File: src/bls_pkg.sv
// Shared types and constants for the Bresenham line stepper.
`timescale 1ns / 1ps
`default_nettype none

package bls_pkg;

  // Coordinate width of every endpoint and pixel.
  localparam int CoordBits = 12;
  // Bresenham decision value: up to two times a magnitude, plus sign.
  localparam int ErrBits   = CoordBits + 3;
  // Screen size registers.
  localparam int ScrBits   = 12;
  localparam int CmpBits   = (CoordBits > ScrBits) ? CoordBits : ScrBits;

  // Stream payload widths, rounded up to whole bytes.
  localparam int InDataBits  = ((4 * CoordBits + 7) / 8) * 8;
  localparam int OutDataBits = ((2 * CoordBits + 7) / 8) * 8;

  // APB register map.
  localparam int AddrBits  = 3;
  localparam int DataBits  = 32;
  localparam logic RegScreenWidth  = 1'b0;
  localparam logic RegScreenHeight = 1'b1;
  localparam logic [ScrBits-1:0] ScreenWidthReset  = ScrBits'(640);
  localparam logic [ScrBits-1:0] ScreenHeightReset = ScrBits'(480);

  // Command codes carried on the input tuser.
  localparam logic CmdStart = 1'b0;
  localparam logic CmdStep  = 1'b1;

  typedef logic signed [CoordBits-1:0] coord_t;
  typedef logic        [CoordBits-1:0] mag_t;
  typedef logic signed [ErrBits-1:0]   err_t;

  typedef struct packed {
    coord_t cur_x;
    coord_t cur_y;
    coord_t major_end;
    mag_t   abs_dx;
    mag_t   abs_dy;
    err_t   error_term;
    logic   y_major;
    logic   minor_step_up;
    logic   line_active;
  } bls_state_t;

  typedef struct packed {
    logic   valid;
    coord_t pixel_x;
    coord_t pixel_y;
    logic   visible;
    logic   last_pixel;
  } bls_result_t;

endpackage

`default_nettype wire

File: src/bls_step.sv
// Next-state and pixel logic of the Bresenham line stepper.
`timescale 1ns / 1ps
`default_nettype none

module bls_step (
  input  bls_pkg::bls_state_t  state_i,
  input  logic                 command_i,
  input  bls_pkg::coord_t      start_x_i,
  input  bls_pkg::coord_t      start_y_i,
  input  bls_pkg::coord_t      end_x_i,
  input  bls_pkg::coord_t      end_y_i,
  input  logic [bls_pkg::ScrBits-1:0] screen_width_i,
  input  logic [bls_pkg::ScrBits-1:0] screen_height_i,
  output bls_pkg::bls_state_t  state_o,
  output bls_pkg::bls_result_t result_o
);
  import bls_pkg::*;

  logic signed [CoordBits:0] dx, dy, neg_dx, neg_dy;
  mag_t       abs_dx, abs_dy, abs_minor, abs_major;
  logic       y_major, dx_neg, dy_neg, dx_pos, dy_pos;
  err_t       two_minor, two_major, st_minor, st_major;
  bls_state_t nxt;
  coord_t     major_cur;
  logic       last, produce;
  logic [CmpBits-1:0] ux, uy, uw, uh;

  // Start command: differences, magnitudes and octant.
  always_comb begin
    dx     = {end_x_i[CoordBits-1], end_x_i} - {start_x_i[CoordBits-1], start_x_i};
    dy     = {end_y_i[CoordBits-1], end_y_i} - {start_y_i[CoordBits-1], start_y_i};
    neg_dx = -dx;
    neg_dy = -dy;
    dx_neg = dx[CoordBits];
    dy_neg = dy[CoordBits];
    dx_pos = !dx_neg && (dx != '0);
    dy_pos = !dy_neg && (dy != '0);
    abs_dx = dx_neg ? neg_dx[CoordBits-1:0] : dx[CoordBits-1:0];
    abs_dy = dy_neg ? neg_dy[CoordBits-1:0] : dy[CoordBits-1:0];
    y_major   = abs_dy > abs_dx;
    abs_minor = y_major ? abs_dx : abs_dy;
    abs_major = y_major ? abs_dy : abs_dx;
  end

  // Doubled magnitudes of the stored line for the step update; doubled minor and plain major magnitude for a start.
  always_comb begin
    st_minor = state_i.y_major ? err_t'({2'b00, state_i.abs_dx, 1'b0})
                               : err_t'({2'b00, state_i.abs_dy, 1'b0});
    st_major = state_i.y_major ? err_t'({2'b00, state_i.abs_dy, 1'b0})
                               : err_t'({2'b00, state_i.abs_dx, 1'b0});
    two_minor = err_t'({2'b00, abs_minor, 1'b0});
    two_major = err_t'({3'b000, abs_major});
  end

  always_comb begin
    nxt     = state_i;
    produce = 1'b0;
    if (command_i == CmdStart) begin
      produce           = 1'b1;
      nxt.abs_dx        = abs_dx;
      nxt.abs_dy        = abs_dy;
      nxt.y_major       = y_major;
      nxt.minor_step_up = (dx_neg && dy_neg) || (dx_pos && dy_pos);
      nxt.error_term    = two_minor - two_major;
      // Walk so that the major axis increases.
      if ((y_major ? dy_neg : dx_neg)) begin
        nxt.cur_x     = end_x_i;
        nxt.cur_y     = end_y_i;
        nxt.major_end = y_major ? start_y_i : start_x_i;
      end else begin
        nxt.cur_x     = start_x_i;
        nxt.cur_y     = start_y_i;
        nxt.major_end = y_major ? end_y_i : end_x_i;
      end
    end else if (state_i.line_active) begin
      produce = 1'b1;
      if (state_i.y_major) begin
        nxt.cur_y = state_i.cur_y + coord_t'(1);
      end else begin
        nxt.cur_x = state_i.cur_x + coord_t'(1);
      end
      if (state_i.error_term[ErrBits-1]) begin
        nxt.error_term = state_i.error_term + st_minor;
      end else begin
        nxt.error_term = state_i.error_term + (st_minor - st_major);
        if (state_i.y_major) begin
          nxt.cur_x = state_i.minor_step_up ? state_i.cur_x + coord_t'(1)
                                            : state_i.cur_x - coord_t'(1);
        end else begin
          nxt.cur_y = state_i.minor_step_up ? state_i.cur_y + coord_t'(1)
                                            : state_i.cur_y - coord_t'(1);
        end
      end
    end
  end

  // Pixel tags for the new current position.
  always_comb begin
    major_cur = nxt.y_major ? nxt.cur_y : nxt.cur_x;
    last      = (major_cur == nxt.major_end);
    ux = CmpBits'($unsigned(nxt.cur_x));
    uy = CmpBits'($unsigned(nxt.cur_y));
    uw = CmpBits'(screen_width_i);
    uh = CmpBits'(screen_height_i);

    state_o = nxt;
    if (produce) begin
      state_o.line_active = !last;
    end

    result_o.valid      = produce;
    result_o.pixel_x    = nxt.cur_x;
    result_o.pixel_y    = nxt.cur_y;
    result_o.last_pixel = last;
    result_o.visible    = !nxt.cur_x[CoordBits-1] && !nxt.cur_y[CoordBits-1] &&
                          (ux < uw) && (uy < uh);
  end

endmodule

`default_nettype wire

File: src/bresenham_line_stepper_top.sv
// Top level of the Bresenham line stepper: stream ports, APB registers, pipeline.
`timescale 1ns / 1ps
`default_nettype none

// Bresenham line stepper for all octants. A start request (tuser = 0) carries two
// signed endpoints and produces the first pixel of the line at once; each step
// request (tuser = 1) produces the next pixel, walking the major axis upward. A
// step request with no line in progress is consumed and produces nothing. Every
// pixel carries a visible flag (inside the screen size registers) on tuser and
// marks the far endpoint with tlast. The block takes one request per cycle unless
// the output stalls, through one input register, then the next-state logic of a
// single add, compare and increment feeding both the line state and the output
// register. The line state loops back through that logic, which sets the rate of
// one pixel per cycle. Screen size registers sit at byte addresses 0 (width) and 4
// (height) and should be written only while the block is idle.

module bresenham_line_stepper_top (
  input  logic clk_i,
  input  logic rst_ni,

  input  logic                            s_axis_tvalid_i,
  output logic                            s_axis_tready_o,
  // Fields from bit 0 up: start_x, start_y, end_x, end_y.
  input  logic [bls_pkg::InDataBits-1:0]  s_axis_tdata_i,
  // Fields from bit 0 up: command.
  input  logic                            s_axis_tuser_i,

  output logic                            m_axis_tvalid_o,
  input  logic                            m_axis_tready_i,
  // Fields from bit 0 up: pixel_x, pixel_y.
  output logic [bls_pkg::OutDataBits-1:0] m_axis_tdata_o,
  // Fields from bit 0 up: visible.
  output logic                            m_axis_tuser_o,
  output logic                            m_axis_tlast_o,

  input  logic                            psel,
  input  logic                            penable,
  input  logic                            pwrite,
  input  logic [bls_pkg::AddrBits-1:0]    paddr,
  input  logic [bls_pkg::DataBits-1:0]    pwdata,
  output logic [bls_pkg::DataBits-1:0]    prdata,
  output logic                            pready
);
  import bls_pkg::*;

  logic [ScrBits-1:0] screen_width_q, screen_height_q;

  logic   in_valid_q, in_cmd_q;
  coord_t in_sx_q, in_sy_q, in_ex_q, in_ey_q;

  bls_state_t  state_q, state_d;
  bls_result_t result;

  logic   out_valid_q, out_vis_q, out_last_q;
  coord_t out_x_q, out_y_q;
  logic   advance;

  // Configuration registers. The register index is address bit 2.
  assign pready = 1'b1;

  always_ff @(posedge clk_i or negedge rst_ni) begin
    if (!rst_ni) begin
      screen_width_q  <= ScreenWidthReset;
      screen_height_q <= ScreenHeightReset;
    end else if (psel && penable && pwrite) begin
      if (paddr[2] == RegScreenWidth) begin
        screen_width_q <= pwdata[ScrBits-1:0];
      end else begin
        screen_height_q <= pwdata[ScrBits-1:0];
      end
    end
  end

  always_comb begin
    case (paddr[2])
      RegScreenWidth:  prdata = DataBits'(screen_width_q);
      RegScreenHeight: prdata = DataBits'(screen_height_q);
      default:         prdata = '0;
    endcase
  end

  // The held request moves on when the output register is free or being drained.
  assign advance         = in_valid_q && (!out_valid_q || m_axis_tready_i);
  assign s_axis_tready_o = !in_valid_q || advance;

  always_ff @(posedge clk_i or negedge rst_ni) begin
    if (!rst_ni) begin
      in_valid_q <= 1'b0;
    end else if (s_axis_tready_o) begin
      in_valid_q <= s_axis_tvalid_i;
    end
  end

  always_ff @(posedge clk_i) begin
    if (s_axis_tready_o && s_axis_tvalid_i) begin
      in_cmd_q <= s_axis_tuser_i;
      in_sx_q  <= s_axis_tdata_i[CoordBits-1:0];
      in_sy_q  <= s_axis_tdata_i[2*CoordBits-1:CoordBits];
      in_ex_q  <= s_axis_tdata_i[3*CoordBits-1:2*CoordBits];
      in_ey_q  <= s_axis_tdata_i[4*CoordBits-1:3*CoordBits];
    end
  end

  bls_step u_step (
    .state_i         (state_q),
    .command_i       (in_cmd_q),
    .start_x_i       (in_sx_q),
    .start_y_i       (in_sy_q),
    .end_x_i         (in_ex_q),
    .end_y_i         (in_ey_q),
    .screen_width_i  (screen_width_q),
    .screen_height_i (screen_height_q),
    .state_o         (state_d),
    .result_o        (result)
  );

  // Line state is updated only by a request that moves on.
  always_ff @(posedge clk_i or negedge rst_ni) begin
    if (!rst_ni) begin
      state_q <= '0;
    end else if (advance) begin
      state_q <= state_d;
    end
  end

  always_ff @(posedge clk_i or negedge rst_ni) begin
    if (!rst_ni) begin
      out_valid_q <= 1'b0;
    end else if (advance && result.valid) begin
      out_valid_q <= 1'b1;
    end else if (m_axis_tready_i) begin
      out_valid_q <= 1'b0;
    end
  end

  always_ff @(posedge clk_i) begin
    if (advance && result.valid) begin
      out_x_q    <= result.pixel_x;
      out_y_q    <= result.pixel_y;
      out_vis_q  <= result.visible;
      out_last_q <= result.last_pixel;
    end
  end

  assign m_axis_tvalid_o = out_valid_q;
  assign m_axis_tdata_o  = OutDataBits'({out_y_q, out_x_q});
  assign m_axis_tuser_o  = out_vis_q;
  assign m_axis_tlast_o  = out_last_q;

endmodule

`default_nettype wire

File: config.mk
export PLATFORM = sky130hd
export DESIGN_NAME = bresenham_line_stepper_top
export DESIGN_NICKNAME = d
export VERILOG_FILES = /design/src/bls_pkg.sv /design/src/bls_step.sv /design/src/bresenham_line_stepper_top.sv
export SDC_FILE = /design/constraint.sdc
export NUM_CORES = 1
export LEC_CHECK = 0
export BUFFER_PORTS_ARGS = -buffer_cell sky130_fd_sc_hd__buf_2
export CAP_MARGIN = 15
export CORE_ASPECT_RATIO = 0.7
export CORE_UTILIZATION = 50
export CTS_CLUSTER_DIAMETER = 30
export DETAILED_ROUTE_END_ITERATION = 7
export PLACE_DENSITY = 0.71
export REMOVE_ABC_BUFFERS = 1
export SKIP_CTS_REPAIR_TIMING = 1
export SYNTH_ARGS = -nofsm -noshare
export SYNTH_HDL_FRONTEND = slang
export SYNTH_SLANG_ARGS = --single-unit
File: constraint.sdc
create_clock -name clk_i -period 12.2 [get_ports clk_i]
set_input_delay 1.83 -clock clk_i [delete_from_list [all_inputs] [get_ports clk_i]]
set_output_delay 1.83 -clock clk_i [all_outputs]
set_load 0.01 [all_outputs]
==> results of run 1 <==
-- synth_stat cells, drive strengths merged, types with 17 or more instances --
cell / n / area share, %
a21o: 21 / 1.1
dfrtp: 97 / 17
xor2: 31 / 2.0
nor3: 42 / 1.5
edfxtp: 75 / 16
nor2: 103 / 2.7
nand2: 197 / 5.2
mux2: 54 / 4.3
mux2i: 40 / 2.9
o21ai: 119 / 4.2
a21oi: 89 / 3.2
a31oi: 22 / 1.0
fa: 17 / 2.4
inv: 148 / 3.9
ha: 96 / 8.5
o211ai: 21 / 1.1
buf: 44 / 2.0
clkbuf: 60 / 1.6
xnor2: 55 / 3.5
nand3: 32 / 1.1
-- through the flow --
| stage | cells | worst slack [ns] | hold WS [ns] |
|---|---|---|---|
| 6_report | 2058 | 2.84 | 0.480 |
| 5_1_grt | 2058 | 2.43 | 0.506 |
| 4_1_cts | 2058 | 3.28 | 0.479 |
| 3_5_place_dp | 2026 | 3.35 | 0.462 |
| 3_3_place_gp | 2026 | 3.42 | 0.453 |
| 2_1_floorplan | 1527 | 2.56 | 0.442 |
-- power by group --
group	leakage [nW]	internal (W)	switching [W]
logic	4.79	0.00138	0.00199
registers	1.94	0.000832	0.000186
clock network	0.298	0.000345	0.000257
total	7.03	0.00256	0.00244
-- worst max-delay path, delay by kind of cell, from the launching register on --
family | cells | cell delay, ns
buffers and inverters | 4 | 1.33
DFF | 1 | 0.47
AOI/OAI and AO/OA | 15 | 3.50
and+or+nand+nor | 8 | 1.75
muxes | 1 | 0.87
adders and majority gates | 4 | 1.27
-- cell type report --
| cell class | count | share of cell area, % |
|---|---|---|
| repair buffers | 128 | 4.46 |
| clock inverters | 15 | 1.31 |
| clock buffers | 17 | 2.74 |
| well taps | 371 | 2.99 |
| flip-flops and latches | 178 | 31.1 |
| multi-input cells | 1199 | 53.8 |
| inverters | 150 | 3.62 |
-- metal layers --
| layer | global-route usage, % | vias up | part of all wire (%) |
|---|---|---|---|
| met5 | 0 | - | 0.032 |
| met4 | 7.60 | 2 | 1.6 |
| met3 | 7.71 | 55 | 11 |
| met2 | 39.1 | 571 | 39 |
| met1 | 43.8 | 5930 | 48 |
| li1 | - | 5824 | - |
-- cell usage in the layout, fill, tap and decap left out, types with 11 or more instances in the layout --
| cell | instances |
|---|---|
| nand2_1 | 197 |
| inv_1 | 148 |
| o21ai_0 | 116 |
| buf_2 | 107 |
| nor2_1 | 103 |
| dfrtp_1 | 97 |
| ha_1 | 96 |
| a21oi_1 | 87 |
| edfxtp_1 | 75 |
| mux2_2 | 54 |
| xnor2_1 | 54 |
| nor3_1 | 42 |
| mux2i_1 | 39 |
| nand3_1 | 32 |
| xor2_1 | 30 |
| a21o_1 | 21 |
| o211ai_1 | 21 |
| conb_1 | 21 |
| buf_4 | 21 |
| a31oi_1 | 19 |
| fa_1 | 17 |
| clkbuf_16 | 17 |
| nor2b_1 | 15 |
| o21a_1 | 14 |
| nand4_1 | 14 |
| a22oi_1 | 12 |
| a21boi_0 | 11 |
| and3_1 | 11 |
| o221a_2 | 11 |
-- state kept, by name, summed over array words and instances, names as in the netlist --
name	flops
in_valid_q	1
out_y_q	12
screen_width_q	12
m_axis_tlast_o	1
in_ey_q	12
m_axis_tuser_o	1
in_sx_q	12
out_x_q	12
in_sy_q	12
screen_height_q	12
in_ex_q	12
state_q	77
in_cmd_q	1
m_axis_tvalid_o	1
-- logic make-up after synthesis --
kind of cell	after synthesis	synth area share, %
adders and majority gates	113	10.9
AOI/OAI and AO/OA	416	19.6
xor gates and xnor gates	86	5.42
muxes	94	7.21
and+or+nand+nor	469	15.1
buffers and inverters	254	7.52
DFF	178	34.2
other	2	0.0530
-- worst min-delay path by stage --
stage                                    to  slack [ns]  cells past startpoint
global route        state_q[45]$_DFFE_PN0P_        0.51                      2
CTS                 state_q[46]$_DFFE_PN0P_        0.48                      2
floorplan           state_q[42]$_DFFE_PN0P_        0.44                      2
detailed placement  state_q[46]$_DFFE_PN0P_        0.46                      2
global placement    state_q[42]$_DFFE_PN0P_        0.45                      2
finish              state_q[46]$_DFFE_PN0P_        0.48                      2
==> impl_metrics.yaml, run 1 <==
global_route:
  overflow: 0
  grt_first_pass_wirelength_mm: 63.7
  grt_pass1_vias: 11400
  grt_usage_pct: 28.7
  grt_max_degree: 58
  antenna_found_initial: 1
yosys:
  avgSynthCellArea_um2: 8.79
  synthDistinctLibCells: 85
  synth.ff_latch_count: 178
  synth_edf_count: 75
  syn_inst: 1612
  syn_area_um2: 14200
  ys_seq_area_share_pct: 34.2
  synth_ff_type: "dfrtp_1"
  ys_warn_count: 0
  async_flop_share_pct: 57.9
finish:
  drive_above_1_share_pct: 15.1
  seq_area_um2: 4840
  multi_input_area_um2: 8360
  antennaDiodeCount: 0
  synthToLayoutAreaGrowth_pct: 9.74
  fin_util_pct: 55.9
  fill_cells: 2505
  fin_area_um2: 15500
  finalNetCount: 1878
detailed_routing:
  vias: 12400
  via_per_inst: 6.02
  drt-initial-drc-count: 1326
  post_drt_wl_per_cell_um: 19.5
  drc: 0
  routed_wirelength_mm: 40.1
  antenna_left: 0
  dr.pass1.iters: 6
floorplanning:
  io_pins: 152
  die_h_um: 143
  initial_core_util_pct: 50.9
  placementRows: 51
  dieArea_um2: 29000
  die_x_um: 203
  core_um2: 27800
power:
  leakage_nw: 7.03
  power.total_w: 0.00499
  vdd_drop_max_v: 0.000162
  power.density_nw_per_um2: 321
cts:
  clkTransAtPathRegs_ns: 0.07
  clock_sinks: 178
  clock_path_buffers: 2
  cts_tree: "yes"
  worstSkewPairLatency_ns: 0.46
  htreeDepth: 4
  root_buffer: "clkbuf_16"
  numCtsBuffers: 17
placed_design:
  gp_congestion: 0.953
  dpl.hpwl_mm: 29.8
  port_buffers: 108
  dpl_cell_area_um2: 14900
timing:
  finClkSkew_ns: 0.0156
  setup_tns_ns: 0
  slew_headroom_pct: 31.0
  rsz0062_at_grt: "false"
  period_minus_slack_ns: 9.36
  worst_slew_pin_slew_ns: 1.03
  setup_violations: 0
  slew_violations: 0
  fin_crit_sh_pct: 76.7
  max_freq_mhz: 107
  hold_violations: 0
worst_setup_path:
  r2r-start: "in_ex_q[0]$_DFFE_PP_"
  setup.worst_path.end_class: "register"
  r2r_end: "m_axis_tuser_o$_DFFE_PP_"
  path_class: "reg2reg"
  cp-start-kind: "register"
  required_ns: 12.53
  endpoint: "m_axis_tuser_o$_DFFE_PP_"
  crit_start: "in_ex_q[0]$_DFFE_PP_"
  path_max_fanout: 51
  reg2regPathDepth: 32
  slowest_stage: "mux2i_4"
  cpPeakStageDelay_ns: 0.87
  reg2reg_slack_ns: 2.84
  cp.arrival_ns: 9.69
flow_run:
  maxCapViolations: 0
min_path:
  hold_path_class: "reg2reg"
  worstHoldStart: "state_q[46]$_DFFE_PN0P_"
outcome:
  outcome: "completed"
Note: power is estimated with default switching activity, not from simulation.
==> run 2, diff against run 1 <==
PLACE_DENSITY = 0.73   (was 0.71)
clock period = 8.4 ns   (was 12.2 ns; I/O delays follow)
==> run 2 against run 1 <==
Effect of this change:
- die area is the same
- highest routed layer is now met4
- sequential share of layout area decreased by 0.47 points
- via count rose by 0.84%
- register-to-register slack got worse by 2.4 ns
- final cell count grew 1.7%
- design area increased by 1.5%
- sequential power grew 45%
- clock skew barely moved
==> impl_metrics.yaml, run 2 (same netlist as run 1, synthesis figures left out) <==
detailed_routing:
  routed_wirelength_mm: 41.2
  via_per_inst: 5.97
  antenna_left: 0
  post_drt_wl_per_cell_um: 19.7
  drc: 0
  vias: 12500
  drt-initial-drc-count: 1448
  dr.pass1.iters: 7
floorplanning:
  io_pins: 152
  placementRows: 51
  die_h_um: 143
  initial_core_util_pct: 50.9
  core_um2: 27800
  dieArea_um2: 29000
  die_x_um: 203
timing:
  setup_violations: 0
  period_minus_slack_ns: 7.99
  fin_crit_sh_pct: 95.2
  hold_violations: 0
  setup_tns_ns: 0
  slew_violations: 0
  worst_slew_pin_slew_ns: 0.907
  finClkSkew_ns: 0.0159
  rsz0062_at_grt: "false"
  setup_slack_ns: 0.407
  slew_headroom_pct: 39.5
  max_freq_mhz: 125
global_route:
  grt_usage_pct: 29.0
  grt_max_degree: 60
  antenna_found_initial: 0
  grt_pass1_vias: 11600
  overflow: 0
  grt_first_pass_wirelength_mm: 64.2
placed_design:
  dpl.hpwl_mm: 31.4
  port_buffers: 108
  gp_congestion: 0.926
  place_ws_ns: 0.593
  dpl_cell_area_um2: 15200
min_path:
  worst_hold_path.endpoint: "state_q[42]$_DFFE_PN0P_"
  worstHoldPathCells: 2
  worstHoldStart: "state_q[42]$_DFFE_PN0P_"
  hold_path_class: "reg2reg"
worst_setup_path:
  r2r-start: "in_ex_q[0]$_DFFE_PP_"
  required_ns: 8.73
  path_max_fanout: 35
  cp.arrival_ns: 8.32
  cpPeakStageDelay_ns: 0.48
  slowest_stage: "mux2i_4"
  r2r_end: "m_axis_tuser_o$_DFFE_PP_"
  reg2regPathDepth: 31
  reg2reg_slack_ns: 0.41
  path_class: "reg2reg"
  setup.worst_path.end_class: "register"
  cp-start-kind: "register"
finish:
  top_register: "state_q"
  finalNetCount: 1912
  drive_above_1_share_pct: 16.4
  final_cell_mix: "197 x nand2_1, 148 x inv_1, 116 x o21ai_0"
  fin_area_um2: 15800
  seq_area_um2: 4840
  multi_input_area_um2: 8370
  largest_reg_flops: 77
  fin_util_pct: 56.7
  final_common_cell: "nand2_1"
  synthToLayoutAreaGrowth_pct: 11.4
  antennaDiodeCount: 0
  fill_cells: 2501
cts:
  worstSkewPairLatency_ns: 0.46
  numCtsBuffers: 17
  clock_sinks: 178
  clkTransAtPathRegs_ns: 0.07
  clock_path_buffers: 2
  htreeDepth: 4
  cts_tree: "yes"
  root_buffer: "clkbuf_16"
power:
  power.total_w: 0.00742
  leakage_nw: 7.19
  power.density_nw_per_um2: 470
  vdd_drop_max_v: 0.000235
outcome:
  outcome: "completed"
flow_run:
  maxCapViolations: 0
-- run 2: how the worst max path moves through the flow --
| stage | slack [ns] | startpoint | end |
|---|---|---|---|
| 2_1_floorplan | -1.24 | in_sx_q[0]$_DFFE_PP_ | state_q[15]$_DFFE_PN0P_ |
| 3_3_place_gp | 0.74 | in_ex_q[0]$_DFFE_PP_ | m_axis_tuser_o$_DFFE_PP_ |
| 3_5_place_dp | 0.59 | in_ex_q[0]$_DFFE_PP_ | m_axis_tuser_o$_DFFE_PP_ |
| 4_1_cts | 0.55 | in_ex_q[0]$_DFFE_PP_ | m_axis_tuser_o$_DFFE_PP_ |
| 5_1_grt | 0.005 | in_ex_q[0]$_DFFE_PP_ | m_axis_tuser_o$_DFFE_PP_ |
| 6_report | 0.41 | in_ex_q[0]$_DFFE_PP_ | m_axis_tuser_o$_DFFE_PP_ |
-- run 2: metal layers --
metal,up-vias,global-route usage [%],share of wire [%]
met4,0,8.23,1.9
met1,6006,44.6,47
met2,559,39.1,40
met3,43,7.55,11
li1,5878,-,-
met5,-,0,0
-- run 2: final cells by class --
class                           instances  share of cell area, %
Multi-Input combinational cell       1199                   53.0
Timing Repair Buffer                  162                   6.17
Clock buffer                           26                   3.16
Clock inverter                          6                  0.507
Inverter                              150                   3.57
Sequential cell                       178                   30.6
Tap cell                              371                   2.94
-- run 2: power breakdown --
part / switching [W] / internal, W / leakage [nW]
combinational: 0.00296 / 0.00217 / 4.97
clock: 0.000345 / 0.000468 / 0.280
sequential: 0.000271 / 0.00121 / 1.94
-- run 2: worst max-delay path: cells and delay by family (launching register included) --
kind | cells | cell delay (ns)
AND/OR/NAND/NOR | 9 | 1.94
flip-flops | 1 | 0.47
multiplexers | 1 | 0.48
adder cells (fa/ha/maj) | 4 | 1.12
buffers and inverters | 4 | 0.74
XOR/XNOR | 1 | 0.33
AO/OA/AOI/OAI | 12 | 2.74
-- run 2: stage by stage --
step / hold WS, ns / cells
3_3_place_gp: 0.454 / 2056
4_1_cts: 0.477 / 2088
5_1_grt: 0.496 / 2092
6_report: 0.471 / 2092
3_5_place_dp: 0.460 / 2056
2_1_floorplan: 0.442 / 1527
==> run 3, diff against run 2 <==
CORE_ASPECT_RATIO = 0.75   (was 0.7)
CORE_UTILIZATION = 55   (was 50)
PLACE_DENSITY = 0.79   (was 0.73)
==> run 3 against run 2 <==
Effect of this change:
- combinational power decreased by 2%
- critical path depth is 1 lower
- first-iteration DRC count fell by 4.7%
==> impl_metrics.yaml, run 3 (same netlist as run 1, synthesis figures left out) <==
power:
  power.density_nw_per_um2: 470
  leakage_nw: 7.07
  p_seq_share_pct: 20.2
  clkPwrFrac_pct: 11.2
  p_sw_share_pct: 49.5
  pwr-share-comb_pct: 68.6
  vdd_drop_max_v: 0.000228
  switching_power_w: 0.00361
  p_int_w: 0.00369
detailed_routing:
  post_drt_wl_per_cell_um: 20.1
  antenna_left: 0
  vias: 12500
  drt-initial-drc-count: 1380
  routed-wl-met3_mm: 4.89
  wl_met2_mm: 16.9
  top_layer: "met4"
  dr.pass1.iters: 6
  via_per_inst: 6.15
  drc: 0
  routed_wirelength_mm: 40.9
  met1Wirelength_mm: 18.4
floorplanning:
  io_pins: 152
  die_h_um: 141
  placementRows: 50
  initial_core_util_pct: 56.3
  core_um2: 25100
  dieArea_um2: 26400
  die_x_um: 187
global_route:
  grt_usage_pct: 31.6
  antenna_found_initial: 0
  grt_max_degree: 64
  grt_first_pass_wirelength_mm: 64.6
  overflow: 0
  grt_pass1_vias: 11700
worst_setup_path:
  cp-start-kind: "register"
  path_class: "reg2reg"
  required_ns: 8.72
  setup.worst_path.end_class: "register"
  path_max_fanout: 16
  slowest_stage: "mux2i_4"
  critPathTopFamily: "compound AO/OA/AOI/OAI gates"
  crit_cells: 30
  reg2reg_slack_ns: 0.49
  reg2regPathDepth: 30
  path_buf_inv: 2
  cp.arrival_ns: 8.23
  cpPeakStageDelay_ns: 0.59
finish:
  finalNetCount: 1885
  fin_util_pct: 61.7
  top_register: "state_q"
  largest_reg_flops: 77
  fill_cells: 2143
  synthToLayoutAreaGrowth_pct: 9.64
  antennaDiodeCount: 0
  drive_above_1_share_pct: 15.5
  final_cell_mix: "197 x nand2_1, 148 x inv_1, 116 x o21ai_0"
  multi_input_area_um2: 8370
  final_common_cell: "nand2_1"
  seq_area_um2: 4840
  fin_area_um2: 15500
cts:
  numCtsBuffers: 17
  root_buffer: "clkbuf_16"
  cts_tree: "yes"
  clkTransAtPathRegs_ns: 0.08
  clock_sinks: 178
  htreeDepth: 4
  worstSkewPairLatency_ns: 0.45
  clock_path_buffers: 2
timing:
  hold_violations: 0
  slew_violations: 0
  finClkSkew_ns: 0.0144
  worst_slew_pin_slew_ns: 0.950
  whs_ns: 0.479
  rsz0062_at_grt: "false"
  slew_headroom_pct: 36.4
  period_minus_slack_ns: 7.91
  fin_crit_sh_pct: 94.2
  setup_violations: 0
  setup_slack_ns: 0.488
  max_freq_mhz: 126
placed_design:
  gp_congestion: 0.965
  dpl_cell_area_um2: 14900
  dpl.hpwl_mm: 30.2
  place_ws_ns: 0.680
  port_buffers: 108
min_path:
  hold_path_class: "reg2reg"
  worstHoldPathCells: 2
flow_run:
  maxCapViolations: 0
outcome:
  outcome: "completed"
-- run 3: path summary, 6_finish.rpt --
check                                           endpoint               startpoint
min reg2reg                      state_q[42]$_DFFE_PN0P_  state_q[42]$_DFFE_PN0P_
max                             m_axis_tuser_o$_DFFE_PP_     in_ex_q[0]$_DFFE_PP_
min in group asynchronous  screen_width_q[5]$_DFFE_PN0P_                   rst_ni
max reg2reg                     m_axis_tuser_o$_DFFE_PP_     in_ex_q[0]$_DFFE_PP_
min                              state_q[42]$_DFFE_PN0P_  state_q[42]$_DFFE_PN0P_
max in group asynchronous        state_q[62]$_DFFE_PN0P_                   rst_ni
-- run 3: power by group through the flow --
stage	logic [W]	registers (W)	clock network, W
final	0.00501	0.00147	0.000814
after detailed placement	0.00484	0.00148	0
after floorplan	0.00356	0.00146	0
after global routing	0.00552	0.00151	0.000856
after CTS	0.00489	0.00146	0.000821
after global placement	0.00468	0.00147	0
-- run 3: layout make-up --
class | instances | area share, %
Multi-Input combinational cell | 1199 | 53.9
Sequential cell | 178 | 31.1
Timing Repair Buffer | 135 | 4.88
Inverter | 150 | 3.63
Clock buffer | 19 | 2.85
Tap cell | 338 | 2.72
Clock inverter | 13 | 0.886
-- run 3: routing by layer --
layer	up-vias	GRT usage, %
li1	5836	-
met1	5948	46.3
met2	653	45.2
met3	62	9.48
met4	0	7.55
met5	-	0
-- run 3: worst register-to-register path: cells and delay by family, from the launching register on --
family / cells / cell delay [ns]
flops: 1 / 0.47
fa+ha+maj: 4 / 1.28
simple gates: 8 / 1.89
mux: 1 / 0.60
buf+inv: 2 / 0.32
compound gates: 15 / 3.23
-- run 3: through the flow --
step | TNS [ns] | power (W) | instances
after floorplan | -11.65 | 0.00501 | 1527
after global placement | 0 | 0.00615 | 2000
after detailed placement | 0 | 0.00632 | 2000
after CTS | 0 | 0.00718 | 2032
after global routing | 0 | 0.00789 | 2032
final | 0 | 0.00730 | 2032
